<file path="src/hdl/hann_windowed_stft_frame_macros.svh">
// assertion macros for the hann windowed stft frame block
// used by hann_windowed_stft_frame.sv, needs clk_i and rst_ni in scope
`ifndef HANN_WINDOWED_STFT_FRAME_MACROS_SVH
`define HANN_WINDOWED_STFT_FRAME_MACROS_SVH

// clocked implication, held off during reset
`define HWSF_ASSERT(lbl, prop, msg) \
  lbl: assert property (@(posedge clk_i) disable iff (!rst_ni) prop) else $error(msg);

// plain condition that must hold every cycle
`define HWSF_ASSERT_ALWAYS(lbl, cond, msg) \
  lbl: assert property (@(posedge clk_i) disable iff (!rst_ni) (cond)) else $error(msg);

`endif

</file>
<file path="src/hdl/hwsf_pkg.sv">
// constants, rom types and elaboration-time rom generators for the stft frame block
// no dependencies; used by hann_windowed_stft_frame.sv
package hwsf_pkg;

  localparam int FRAME_LEN   = 64;
  localparam int SAMPLE_BITS = 16;
  localparam int ADDR_W      = $clog2(FRAME_LEN);
  localparam int NUM_BINS    = FRAME_LEN / 2 + 1;
  localparam int CNT_W       = ADDR_W + 1;
  localparam int HOP_W       = 9;
  localparam int HOPC_W      = 8;
  localparam int HOP_MAX     = 256;
  localparam int HOP_RESET   = 16;
  localparam int OUT_W       = 23;
  localparam int COEF_W      = 17;
  localparam int XW_W        = 17;
  localparam int PROD_W      = 2 * COEF_W;
  localparam int ACC_W       = PROD_W + ADDR_W;
  localparam int WIN_DEN     = FRAME_LEN - 1;

  localparam longint unsigned Q31_ONE     = 64'd2147483648;
  localparam longint unsigned HALF_PI_Q31 = 64'd3373259426;

  typedef logic signed [COEF_W-1:0] coef_rom_t [FRAME_LEN];

  function automatic longint cos_poly(longint unsigned x);
    longint unsigned x2;
    longint unsigned term;
    longint          sum;
    x2   = (x * x) >> 31;
    term = Q31_ONE;
    sum  = longint'(term);
    term = ((term * x2) >> 31) / 2;   sum = sum - longint'(term);
    term = ((term * x2) >> 31) / 12;  sum = sum + longint'(term);
    term = ((term * x2) >> 31) / 30;  sum = sum - longint'(term);
    term = ((term * x2) >> 31) / 56;  sum = sum + longint'(term);
    term = ((term * x2) >> 31) / 90;  sum = sum - longint'(term);
    term = ((term * x2) >> 31) / 132; sum = sum + longint'(term);
    term = ((term * x2) >> 31) / 182; sum = sum - longint'(term);
    term = ((term * x2) >> 31) / 240; sum = sum + longint'(term);
    term = ((term * x2) >> 31) / 306; sum = sum - longint'(term);
    term = ((term * x2) >> 31) / 380; sum = sum + longint'(term);
    return sum;
  endfunction

  function automatic longint part_w(longint unsigned r);
    longint unsigned x;
    if (r == 0) return longint'(Q31_ONE);
    if (r >= WIN_DEN) return 0;
    x = (HALF_PI_Q31 * r + WIN_DEN / 2) / WIN_DEN;
    return cos_poly(x);
  endfunction

  function automatic longint part_f(longint unsigned r);
    longint unsigned x;
    if (r == 0) return longint'(Q31_ONE);
    if (r >= FRAME_LEN) return 0;
    x = (HALF_PI_Q31 * r + FRAME_LEN / 2) / FRAME_LEN;
    return cos_poly(x);
  endfunction

  function automatic longint cos_w(longint unsigned q);
    longint unsigned quad;
    longint unsigned r;
    longint          res;
    quad = (q / WIN_DEN) & 3;
    r    = q % WIN_DEN;
    case (quad)
      0:       res = part_w(r);
      1:       res = -part_w(WIN_DEN - r);
      2:       res = -part_w(r);
      default: res = part_w(WIN_DEN - r);
    endcase
    return res;
  endfunction

  function automatic longint cos_f(longint unsigned q);
    longint unsigned quad;
    longint unsigned r;
    longint          res;
    quad = (q / FRAME_LEN) & 3;
    r    = q % FRAME_LEN;
    case (quad)
      0:       res = part_f(r);
      1:       res = -part_f(FRAME_LEN - r);
      2:       res = -part_f(r);
      default: res = part_f(FRAME_LEN - r);
    endcase
    return res;
  endfunction

  function automatic longint round16(longint v);
    return (v + 64'sd32768) >>> 16;
  endfunction

  function automatic coef_rom_t gen_win();
    coef_rom_t rom;
    longint    w;
    for (int i = 0; i < FRAME_LEN; i++) begin
      w = round16(longint'(Q31_ONE) - cos_w(longint'(4 * i)));
      if (w > 65535) w = 65535;
      if (w < 0) w = 0;
      rom[i] = COEF_W'(w);
    end
    return rom;
  endfunction

  function automatic coef_rom_t gen_cos();
    coef_rom_t rom;
    for (int i = 0; i < FRAME_LEN; i++) begin
      rom[i] = COEF_W'(round16(cos_f(longint'(4 * i))));
    end
    return rom;
  endfunction

  function automatic coef_rom_t gen_sin();
    coef_rom_t rom;
    for (int i = 0; i < FRAME_LEN; i++) begin
      rom[i] = COEF_W'(round16(cos_f(longint'(4 * i + 3 * FRAME_LEN))));
    end
    return rom;
  endfunction

  localparam coef_rom_t WIN_ROM = gen_win();
  localparam coef_rom_t COS_ROM = gen_cos();
  localparam coef_rom_t SIN_ROM = gen_sin();

endpackage

</file>
<file path="src/hdl/hann_windowed_stft_frame.sv">
// hann windowed stft frame: sample ring, windowing and direct dft on one shared complex mac
// depends on hwsf_pkg, hwsf_ram and hann_windowed_stft_frame_macros.svh
// a sample that completes no frame leaves the block idle, ready for the next sample; a firing sample
// holds input off for the window pass and drain, then the mac beats, drain and push for each bin,
// all on the one complex mac; a stalled output holds the push and so holds input off longer
// reset clears counters, pointer, sequencer and output valid, the hop returns to 16
`include "hann_windowed_stft_frame_macros.svh"

module hann_windowed_stft_frame (
  input  logic                                clk_i,
  input  logic                                rst_ni,
  input  logic                                cfg_valid_i,
  output logic                                cfg_ready_o,
  input  logic [hwsf_pkg::HOP_W-1:0]          cfg_hop_i,
  input  logic                                in_valid_i,
  output logic                                in_ready_o,
  input  logic signed [hwsf_pkg::SAMPLE_BITS-1:0] sample_i,
  input  logic                                start_of_clip_i,
  output logic                                out_valid_o,
  input  logic                                out_ready_i,
  output logic [hwsf_pkg::ADDR_W-1:0]         bin_index_o,
  output logic signed [hwsf_pkg::OUT_W-1:0]   bin_real_o,
  output logic signed [hwsf_pkg::OUT_W-1:0]   bin_imag_o,
  output logic                                frame_last_o
);

  localparam int AW = hwsf_pkg::ADDR_W;
  localparam int CW = hwsf_pkg::COEF_W;
  localparam int PW = hwsf_pkg::PROD_W;
  localparam int ACW = hwsf_pkg::ACC_W;

  localparam logic [2:0] S_IDLE   = 3'd0;
  localparam logic [2:0] S_WIN    = 3'd1;
  localparam logic [2:0] S_WDRAIN = 3'd2;
  localparam logic [2:0] S_DFT    = 3'd3;
  localparam logic [2:0] S_DDRAIN = 3'd4;
  localparam logic [2:0] S_PUSH   = 3'd5;

  logic [2:0]                     state_q, state_d;
  logic [hwsf_pkg::HOP_W-1:0]     hop_len_q, hop_len_d;
  logic [AW-1:0]                  wp_q, wp_d;
  logic [hwsf_pkg::CNT_W-1:0]     fill_q, fill_d;
  logic [hwsf_pkg::HOPC_W-1:0]    hop_q, hop_d;
  logic [AW-1:0]                  n_q, n_d, m_q, m_d, k_q, k_d;
  logic                           v1_q, v1_d, v2_q;
  logic [AW-1:0]                  n1_q, n2_q, m1_q;
  logic                           first1_q, first2_q;
  logic signed [PW-1:0]           p_re_q, p_im_q, p_re_d, p_im_d;
  logic signed [ACW-1:0]          acc_re_q, acc_im_q, acc_re_d, acc_im_d;
  logic                           out_valid_q, out_valid_d;
  logic [AW-1:0]                  bin_index_q;
  logic signed [hwsf_pkg::OUT_W-1:0] bin_real_q, bin_imag_q;
  logic                           frame_last_q;

  logic                           accept, fire, win_phase, load, last_n, pipe_empty;
  logic [AW-1:0]                  wp_base;
  logic [hwsf_pkg::CNT_W-1:0]     fill_base;
  logic [hwsf_pkg::HOPC_W-1:0]    hop_base, hop_reload;
  logic [AW-1:0]                  ring_raddr;
  logic [hwsf_pkg::SAMPLE_BITS-1:0] ring_rdata;
  logic [hwsf_pkg::XW_W-1:0]      work_rdata, work_wdata;
  logic signed [CW-1:0]           op_a, op_re, op_im;
  logic signed [PW-1:0]           p_round;
  logic signed [ACW-1:0]          re_round, im_round, re_base, im_base;

  assign cfg_ready_o = 1'b1;
  assign in_ready_o  = (state_q == S_IDLE);
  assign accept      = in_valid_i & in_ready_o;
  assign win_phase   = (state_q == S_WIN) || (state_q == S_WDRAIN);
  assign last_n      = (n_q == AW'(hwsf_pkg::FRAME_LEN - 1));
  assign pipe_empty  = !v1_q && !v2_q;
  assign load        = (state_q == S_PUSH) && (!out_valid_q || out_ready_i);

  // clip start restarts ring and counters before this sample lands
  assign wp_base   = start_of_clip_i ? '0 : wp_q;
  assign fill_base = start_of_clip_i ? '0 : fill_q;
  assign hop_base  = start_of_clip_i ? '0 : hop_q;

  always_comb begin
    if (hop_len_q == '0) begin
      hop_reload = '0;
    end else if (hop_len_q > hwsf_pkg::HOP_W'(hwsf_pkg::HOP_MAX)) begin
      hop_reload = hwsf_pkg::HOPC_W'(hwsf_pkg::HOP_MAX - 1);
    end else begin
      hop_reload = hwsf_pkg::HOPC_W'(hop_len_q - 1'b1);
    end
  end

  always_comb begin
    fire   = 1'b0;
    fill_d = fill_q;
    hop_d  = hop_q;
    wp_d   = wp_q;
    if (accept) begin
      wp_d   = wp_base + 1'b1;
      fill_d = fill_base;
      hop_d  = hop_base;
      if (fill_base < hwsf_pkg::CNT_W'(hwsf_pkg::FRAME_LEN)) begin
        fill_d = fill_base + 1'b1;
        fire   = (fill_base == hwsf_pkg::CNT_W'(hwsf_pkg::FRAME_LEN - 1));
      end else if (hop_base == '0) begin
        fire = 1'b1;
      end else begin
        hop_d = hop_base - 1'b1;
      end
      if (fire) begin
        hop_d = hop_reload;
      end
    end
  end

  assign hop_len_d = (cfg_valid_i && cfg_ready_o) ? cfg_hop_i : hop_len_q;

  // sequencer
  always_comb begin
    state_d = state_q;
    n_d     = n_q;
    m_d     = m_q;
    k_d     = k_q;
    v1_d    = 1'b0;
    unique case (state_q)
      S_IDLE: begin
        if (accept && fire) begin
          state_d = S_WIN;
          n_d     = '0;
        end
      end
      S_WIN: begin
        v1_d = 1'b1;
        n_d  = n_q + 1'b1;
        if (last_n) state_d = S_WDRAIN;
      end
      S_WDRAIN: begin
        if (pipe_empty) begin
          state_d = S_DFT;
          n_d     = '0;
          m_d     = '0;
          k_d     = '0;
        end
      end
      S_DFT: begin
        v1_d = 1'b1;
        n_d  = n_q + 1'b1;
        m_d  = m_q + k_q;
        if (last_n) state_d = S_DDRAIN;
      end
      S_DDRAIN: begin
        if (pipe_empty) state_d = S_PUSH;
      end
      S_PUSH: begin
        if (load) begin
          if (k_q == AW'(hwsf_pkg::NUM_BINS - 1)) begin
            state_d = S_IDLE;
          end else begin
            state_d = S_DFT;
            k_d     = k_q + 1'b1;
            n_d     = '0;
            m_d     = '0;
          end
        end
      end
      default: state_d = S_IDLE;
    endcase
  end

  assign ring_raddr = wp_q + n_q;

  hwsf_ram #(
    .WIDTH (hwsf_pkg::SAMPLE_BITS),
    .DEPTH (hwsf_pkg::FRAME_LEN)
  ) u_ring (
    .clk_i   (clk_i),
    .we_i    (accept),
    .waddr_i (wp_base),
    .wdata_i (sample_i),
    .raddr_i (ring_raddr),
    .rdata_o (ring_rdata)
  );

  hwsf_ram #(
    .WIDTH (hwsf_pkg::XW_W),
    .DEPTH (hwsf_pkg::FRAME_LEN)
  ) u_work (
    .clk_i   (clk_i),
    .we_i    (v2_q && win_phase),
    .waddr_i (n2_q),
    .wdata_i (work_wdata),
    .raddr_i (n_q),
    .rdata_o (work_rdata)
  );

  // shared complex mac: stage 1 multiplies, stage 2 rounds to work ram or accumulates
  always_comb begin
    if (win_phase) begin
      op_a  = CW'($signed(ring_rdata));
      op_re = hwsf_pkg::WIN_ROM[n1_q];
    end else begin
      op_a  = $signed(work_rdata);
      op_re = hwsf_pkg::COS_ROM[m1_q];
    end
    op_im  = hwsf_pkg::SIN_ROM[m1_q];
    p_re_d = op_a * op_re;
    p_im_d = op_a * op_im;
  end

  assign p_round    = (p_re_q + PW'(32768)) >>> 16;
  assign work_wdata = p_round[hwsf_pkg::XW_W-1:0];

  assign re_base  = first2_q ? '0 : acc_re_q;
  assign im_base  = first2_q ? '0 : acc_im_q;
  assign acc_re_d = (v2_q && !win_phase) ? re_base + ACW'(p_re_q) : acc_re_q;
  assign acc_im_d = (v2_q && !win_phase) ? im_base - ACW'(p_im_q) : acc_im_q;

  assign re_round = (acc_re_q + ACW'(16384)) >>> 15;
  assign im_round = (acc_im_q + ACW'(16384)) >>> 15;

  assign out_valid_d = load | (out_valid_q & !out_ready_i);

  always_ff @(posedge clk_i or negedge rst_ni) begin
    if (!rst_ni) begin
      state_q     <= S_IDLE;
      hop_len_q   <= hwsf_pkg::HOP_W'(hwsf_pkg::HOP_RESET);
      wp_q        <= '0;
      fill_q      <= '0;
      hop_q       <= '0;
      n_q         <= '0;
      m_q         <= '0;
      k_q         <= '0;
      v1_q        <= 1'b0;
      v2_q        <= 1'b0;
      out_valid_q <= 1'b0;
    end else begin
      state_q     <= state_d;
      hop_len_q   <= hop_len_d;
      wp_q        <= wp_d;
      fill_q      <= fill_d;
      hop_q       <= hop_d;
      n_q         <= n_d;
      m_q         <= m_d;
      k_q         <= k_d;
      v1_q        <= v1_d;
      v2_q        <= v1_q;
      out_valid_q <= out_valid_d;
    end
  end

  always_ff @(posedge clk_i) begin
    n1_q     <= n_q;
    m1_q     <= m_q;
    first1_q <= (n_q == '0);
    n2_q     <= n1_q;
    first2_q <= first1_q;
    p_re_q   <= p_re_d;
    p_im_q   <= p_im_d;
    acc_re_q <= acc_re_d;
    acc_im_q <= acc_im_d;
    if (load) begin
      bin_index_q  <= k_q;
      bin_real_q   <= re_round[hwsf_pkg::OUT_W-1:0];
      bin_imag_q   <= im_round[hwsf_pkg::OUT_W-1:0];
      frame_last_q <= (k_q == AW'(hwsf_pkg::NUM_BINS - 1));
    end
  end

  assign out_valid_o  = out_valid_q;
  assign bin_index_o  = bin_index_q;
  assign bin_real_o   = bin_real_q;
  assign bin_imag_o   = bin_imag_q;
  assign frame_last_o = frame_last_q;

  `HWSF_ASSERT(a_fire_starts_window, (accept && fire) |=> (state_q == S_WIN),
               "completed frame did not start the window pass")
  `HWSF_ASSERT(a_push_sets_valid, load |=> out_valid_o, "bin push did not raise out valid")
  `HWSF_ASSERT_ALWAYS(a_pipe_idle, !(v2_q && (state_q == S_IDLE || state_q == S_PUSH)),
                      "mac pipeline busy outside a pass")

endmodule

</file>
<file path="src/hdl/hwsf_ram.sv">
// generic single-write, single-read ram with registered read data
// no dependencies
module hwsf_ram #(
  parameter int WIDTH = 16,
  parameter int DEPTH = 64
) (
  input  logic                     clk_i,
  input  logic                     we_i,
  input  logic [$clog2(DEPTH)-1:0] waddr_i,
  input  logic [WIDTH-1:0]         wdata_i,
  input  logic [$clog2(DEPTH)-1:0] raddr_i,
  output logic [WIDTH-1:0]         rdata_o
);

  logic [WIDTH-1:0] mem [DEPTH];
  logic [WIDTH-1:0] rdata_q;

  always_ff @(posedge clk_i) begin
    if (we_i) begin
      mem[waddr_i] <= wdata_i;
    end
    rdata_q <= mem[raddr_i];
  end

  assign rdata_o = rdata_q;

endmodule
</file>
<file path="config.mk">
export PLATFORM = sky130hd
export DESIGN_NAME = hann_windowed_stft_frame
export DESIGN_NICKNAME = d
export VERILOG_FILES = /design/src/hdl/hwsf_pkg.sv /design/src/hdl/hann_windowed_stft_frame.sv /design/src/hdl/hwsf_ram.sv
export VERILOG_INCLUDE_DIRS = /design/src /design/src/hdl
export SDC_FILE = /design/constraint.sdc
export NUM_CORES = 2
export LEC_CHECK = 0
export ABC_CLOCK_PERIOD_IN_PS = 10700
export BUFFER_PORTS_ARGS = -buffer_cell sky130_fd_sc_hd__buf_2
export CAP_MARGIN = 20
export CORE_UTILIZATION = 35
export DETAILED_ROUTE_END_ITERATION = 8
export GPL_ROUTABILITY_DRIVEN = 0
export PLACE_DENSITY = 0.55
export SYNTH_ARGS = -nofsm -noshare
export SYNTH_HDL_FRONTEND = slang
export SYNTH_SLANG_ARGS = --single-unit
</file>
<file path="constraint.sdc">
create_clock -name clk_i -period 10.7 [get_ports clk_i]
set_input_delay 2.675 -clock clk_i [delete_from_list [all_inputs] [get_ports clk_i]]
set_output_delay 2.675 -clock clk_i [all_outputs]
set_load 0.01 [all_outputs]
</file>
# == Word level (Yosys, flattened, before mapping) ==
# Memories as Yosys holds them, arrays and structs flattened. A register that Yosys moved wholly into a read port is not among the register bits.
# Index checks and enable logic that the tools add are counted.
# totals
register_bits,275
n_memories,5
romBits,3264
input_bits,31
mem_bits_rw,2112
# memory_table
memory,words,width,read_ports,rd_clocked_by_memory_dff,write_ports,line_no,text
(no name shown),64,17,1,0,0,hann_windowed_stft_frame.sv:201,op_im = hwsf_pkg::SIN_ROM[m1_q];
(no name shown),64,17,1,0,0,hann_windowed_stft_frame.sv:199,op_re = hwsf_pkg::COS_ROM[m1_q];
(no name shown),64,17,1,0,0,hann_windowed_stft_frame.sv:196,op_re = hwsf_pkg::WIN_ROM[n1_q];
u_work.mem,64,17,1,1,1,hwsf_ram.sv:15,logic [WIDTH-1:0] mem [DEPTH];
u_ring.mem,64,16,1,1,1,hwsf_ram.sv:15,
# classes
eq_ne,15
multipliers,2
mux,45
n_lt_le_gt_ge,4
add_sub_neg,13
reduce_logical,24
n_bitwise,5
# ops
operator,n
$mux 17,8
$mux 40,2
$add 38x16->38 const B,2
$mul 17x17->34,2
$mux 8,6
$mux 6,7
$add 40x34->40,1
$sub 40x34->40,1
$add 33x17->33 const B,1
$pmux 6 s4,1
$add 6x1->6 const B,3
$mux 3,6
$pmux 3 s6,1
$pmux 6 s3,1
$sub 8x1->8 const B,2
$ge 7x7->1 const B,2
$mux 7,2
$not 6->7,2
$add 6x6->6,2
$eq 6x6->1 const B,2
$ne 2x2->1 const B,6
$pmux 6 s2,1
$gt 9x9->1 const B,1
$logic_not 9->1,1
24 further kinds,45

# == Logic depth before layout (Yosys ltp) ==
# logic_depth
depth_word,9
depth_mapped,34

# == By module ==
# Synthesis repeated with hierarchy kept, for this count alone.
# hier_totals
hier_cells,8259
area_unflattened_um2,121876.9
# by_module_without_submodules
module,instances,cells_per_inst,seq_area_each_um2,area_per_inst_um2
hwsf_ram at u_work,1,1953,33011.7,42344.4
hwsf_ram at u_ring,1,1829,31069.8,40042.2
hann_windowed_stft_frame,1,4477,6988.0,39490.4

# == Worst setup path before layout ==
# No wires, ideal clock.
# synth_path
path_kind,register -> register
from,register n1_q[0]
to,register p_re_q[33]
synth_period_minus_slack_ns,7.923
n_path_buf,1
setup_time_ns,0.120
t_required_ns,10.580
t_arrival_ns,7.803
path_stages_with_launch,34
setup_slack_ns,2.777
path_cell_list,dfxtp_1 inv_1 ha_1 inv_1 nor2_1 nor2_1 mux4_2 nor2_1 a211oi_1 a21oi_1 buf_2 nor2_1 fa_1 inv_1 fa_1 inv_1 fa_1 inv_1 fa_1 inv_1 fa_1 inv_1 fa_1 inv_1 ha_1 a21o_1 a21oi_1 o21ai_0 a31oi_4 o221ai_2 a211o_1 a211oi_2 a21oi_1 xnor2_1
# synth_via
elab_chain_len,6
# synth_lines
element,line_no,text
from (decl),hann_windowed_stft_frame.sv:46,"logic [AW-1:0] n1_q, n2_q, m1_q;"
from (signal assigned),hann_windowed_stft_frame.sv:248,n1_q <= n_q;
$not 6->7 (implied by the code),hann_windowed_stft_frame.sv:196,
$mem_v2 64x17,n/a,
$mux 17 (implied by the code) (2 in a row),hann_windowed_stft_frame.sv:196,
$mux 17,hann_windowed_stft_frame.sv:194,if (win_phase) begin
$mul 17x17->34,hann_windowed_stft_frame.sv:202,p_re_d = op_a * op_re;
named net p_re_d[33],hann_windowed_stft_frame.sv:48,"logic signed [PW-1:0] p_re_q, p_im_q, p_re_d, p_im_d;"
to (signal assigned),hann_windowed_stft_frame.sv:253,p_re_q <= p_re_d;
to (decl),hann_windowed_stft_frame.sv:48,
# The timed path passes the listed nets, and every way through them passes these cells. The select of a mux whose other input is x is not followed.
# A chain may end at the register's enable or synchronous reset.

# == Worst setup path in the final report ==
# layout_path
from,register m1_q[2]
to,register p_re_q[33]
# layout_via
elab_chain_len,6
# layout_lines
element,line_no,text
from (decl),hann_windowed_stft_frame.sv:46,
from (signal assigned),hann_windowed_stft_frame.sv:249,m1_q <= m_q;
$not 6->7 (implied by the code),hann_windowed_stft_frame.sv:199,
$mem_v2 64x17,n/a,
$mux 17 (implied by the code) (2 in a row),hann_windowed_stft_frame.sv:199,
$mux 17,hann_windowed_stft_frame.sv:194,
$mul 17x17->34,hann_windowed_stft_frame.sv:202,
named net p_re_d[33],hann_windowed_stft_frame.sv:48,
# The timed path passes the listed nets, and every way through them passes these cells. The select of a mux whose other input is x is not followed.

==> metrics <==
status complete, no violations; initial antenna violation count 9; CTS tree built; DRC Markers 0; WP data arrival just under 10,000 ps; Worst EP required 11,460 ps; Antenna Nets Post-Route 0; vias in the first global route 68,900; vias per cell between 5 and 6; largest net degree at the start of global routing around 130; post-synthesis net count 8,555; mapped cell area 121,000 um^2; worst-margin pin slew 1090 ps; Core ar. between 300,000 and 400,000 um^2; element type at the critical path start flop; CP Launch Point m1_q[2]; largest cells by area after synthesis edfxtp_1 56%, mux4_2 13%, fa_1 9.9%; leading area contributor after synthesis edfxtp_1; post-layout min period between 8000 and 9000 ps; Crit Path Class reg -> reg; root buf cell clkbuf_16; layout overhead on the synthesized area 13.3%; register area share after synthesis around three fifths; Slew Viols, Final 0; Critical-path top delay cell dfxtp_1; DRT Wirelength between 300,000 and 400,000 um; share of cells above drive strength 1 19.3%; Vias ~66,000; TritonRoute pass-1 iters 6; number of CTS-inserted buffers 273; row count ~220; post-CTS setup buffers 0; Yosys reg bits 2,416; number of synthesized flops with an enable pin 2,241; Yosys top cell area share 55.7%; initial core utilization 35.2%; Iteration-0 DRC Markers 5,981; Hold Crit Class reg -> reg; final setup fails 0; FFs w/ async S/R, synth 2.24%; Clock Path Buffers 4; Worst setup EP type flop; first-pass GRT wire length 451,000 um; worst rel slew slack about 25%; FF-to-FF Start m1_q[2]; # clock sinks 2,416; CTS clk-pin slew, worst paths roughly 60 ps; Yosys Warn Count 0; Fin. Hold Viols 0; clk_lat worst skew 900 ps; Die Y roughly 600 um; GRT overflow 0; syn avg cell area between 15 and 20 um^2; H-tree depth 5; Distinct cells, synth 95; Hold-fix buffers, CTS 0; Avg WL per Cell 23.8 um; I/O pin count 87; DPL Wire Length roughly 190,000 um; Mapped Cells 7,643; prevailing post-synth register cell edfxtp_1; # port buffers 85; CP peak stage delay 1030 ps; post-CTS resize count 0; max cap viols 0; nets@finish 8,832; crit share post-route 83.7%; fmax around 110 MHz; total track usage 17.3%; CP dominant cell by count fa_1; unrepaired setup endpoints after global routing false; hold_sp first1_q; clock skew 73.2 ps; count leader, synth edfxtp_1; Crit Path Max Fanout 33; Die W 589 um; Total Die Area roughly 350,000 um^2; Setup Total Neg Slack 0 ps; top cells by count, synth 2,241 x edfxtp_1, 753 x inv_1, 697 x mux4_2
-- per-stage QoR --
stage | hold WS [ps] | util [%] | instance area, um^2 | cells | setup WS [ps]
after global placement | 319 | 37.2 | 128000 | 12200 | 1830
after detailed placement | 314 | 37.2 | 128000 | 12200 | 1800
after floorplan | 310 | - | 121000 | 7643 | 2780
after CTS | 336 | 39.8 | 137000 | 12700 | 1800
after global routing | 344 | 39.9 | 137000 | 12700 | 1160
final | 336 | 39.9 | 137000 | 12700 | 1740
-- cell families after synthesis --
group / after synthesis / synth area share [%]
buf+inv: 1094 / 3.59
compound gates: 695 / 3.68
simple gates: 1571 / 5.86
flops: 2416 / 58.9
mux: 758 / 13.5
fa+ha+maj: 881 / 12.8
other cells: 1 / 0.00311
xor+xnor: 227 / 1.66
-- routing by layer --
metal	up-vias	global-route usage, %	routed length (um)
met5	-	0	0
met4	0	4.63	7970
met3	387	2.44	16900
met2	1974	29.2	149000
met1	35000	23.6	128000
li1	28700	-	-
-- cell usage in the layout (no fill, tap or decap), drive strengths merged, types with 70 or more instances in the layout --
cell and count:
fa 596, o21ai 164, mux4 697, a21oi 212
clkbuf 341, clkinv 105, xnor2 167, nand3 77
edfxtp 2241, ha 285, buf 338, inv 772
dfxtp 121, nor2 632, nor2b 116, nand2 439
nand2b 70
-- critical path, delay by kind of cell, from the launching register on --
kind / cells / cell delay (ps)
muxes: 1 / 260
xor gates and xnor gates: 1 / 130
DFF: 1 / 1030
AOI/OAI and AO/OA: 11 / 2680
buffers and inverters: 6 / 630
and+or+nand+nor: 3 / 710
adders and majority gates: 7 / 3400
-- path summary, 6_finish.rpt --
kind / end / slack (ps) / cells past startpoint
setup / recovery: p_re_q[33] / 1740 / 29
max in group asynchronous: n_q[1] / 8020 / 2
hold / removal: first2_q / 340 / 0
min in group asynchronous: hop_len_q[3] / 1960 / 2
setup reg to reg: p_re_q[33] / 1740 / 29
hold reg to reg: first2_q / 340 / 0
-- registers in the layout, summed over array words and instances, names as in the netlist, 7 cells and up --
name and cells:
acc_im_q 38, acc_re_q 38, bin_imag_o 23, bin_real_o 23, fill_q 7, hop_len_q 9
hop_q 8, p_im_q 34, p_re_q 34, u_ring.mem 1024, u_ring.rdata_o 16, u_work.mem 1088
u_work.rdata_o 17
-- final cells by class --
| type | count | area [um^2] |
|---|---|---|
| inverters | 758 | 2850 |
| diodes | 7 | 17.5 |
| repair buffers | 338 | 2530 |
| clock inverters | 147 | 1560 |
| well taps | 4557 | 5700 |
| flip-flops and latches | 2416 | 71100 |
| multi-input cells | 4133 | 45800 |
| fillers | 31400 | 206000 |
| clock buffers | 341 | 7280 |
Power is not shown: default switching activity piles up to over one toggle a cycle in this logic, so the estimate is an artifact.
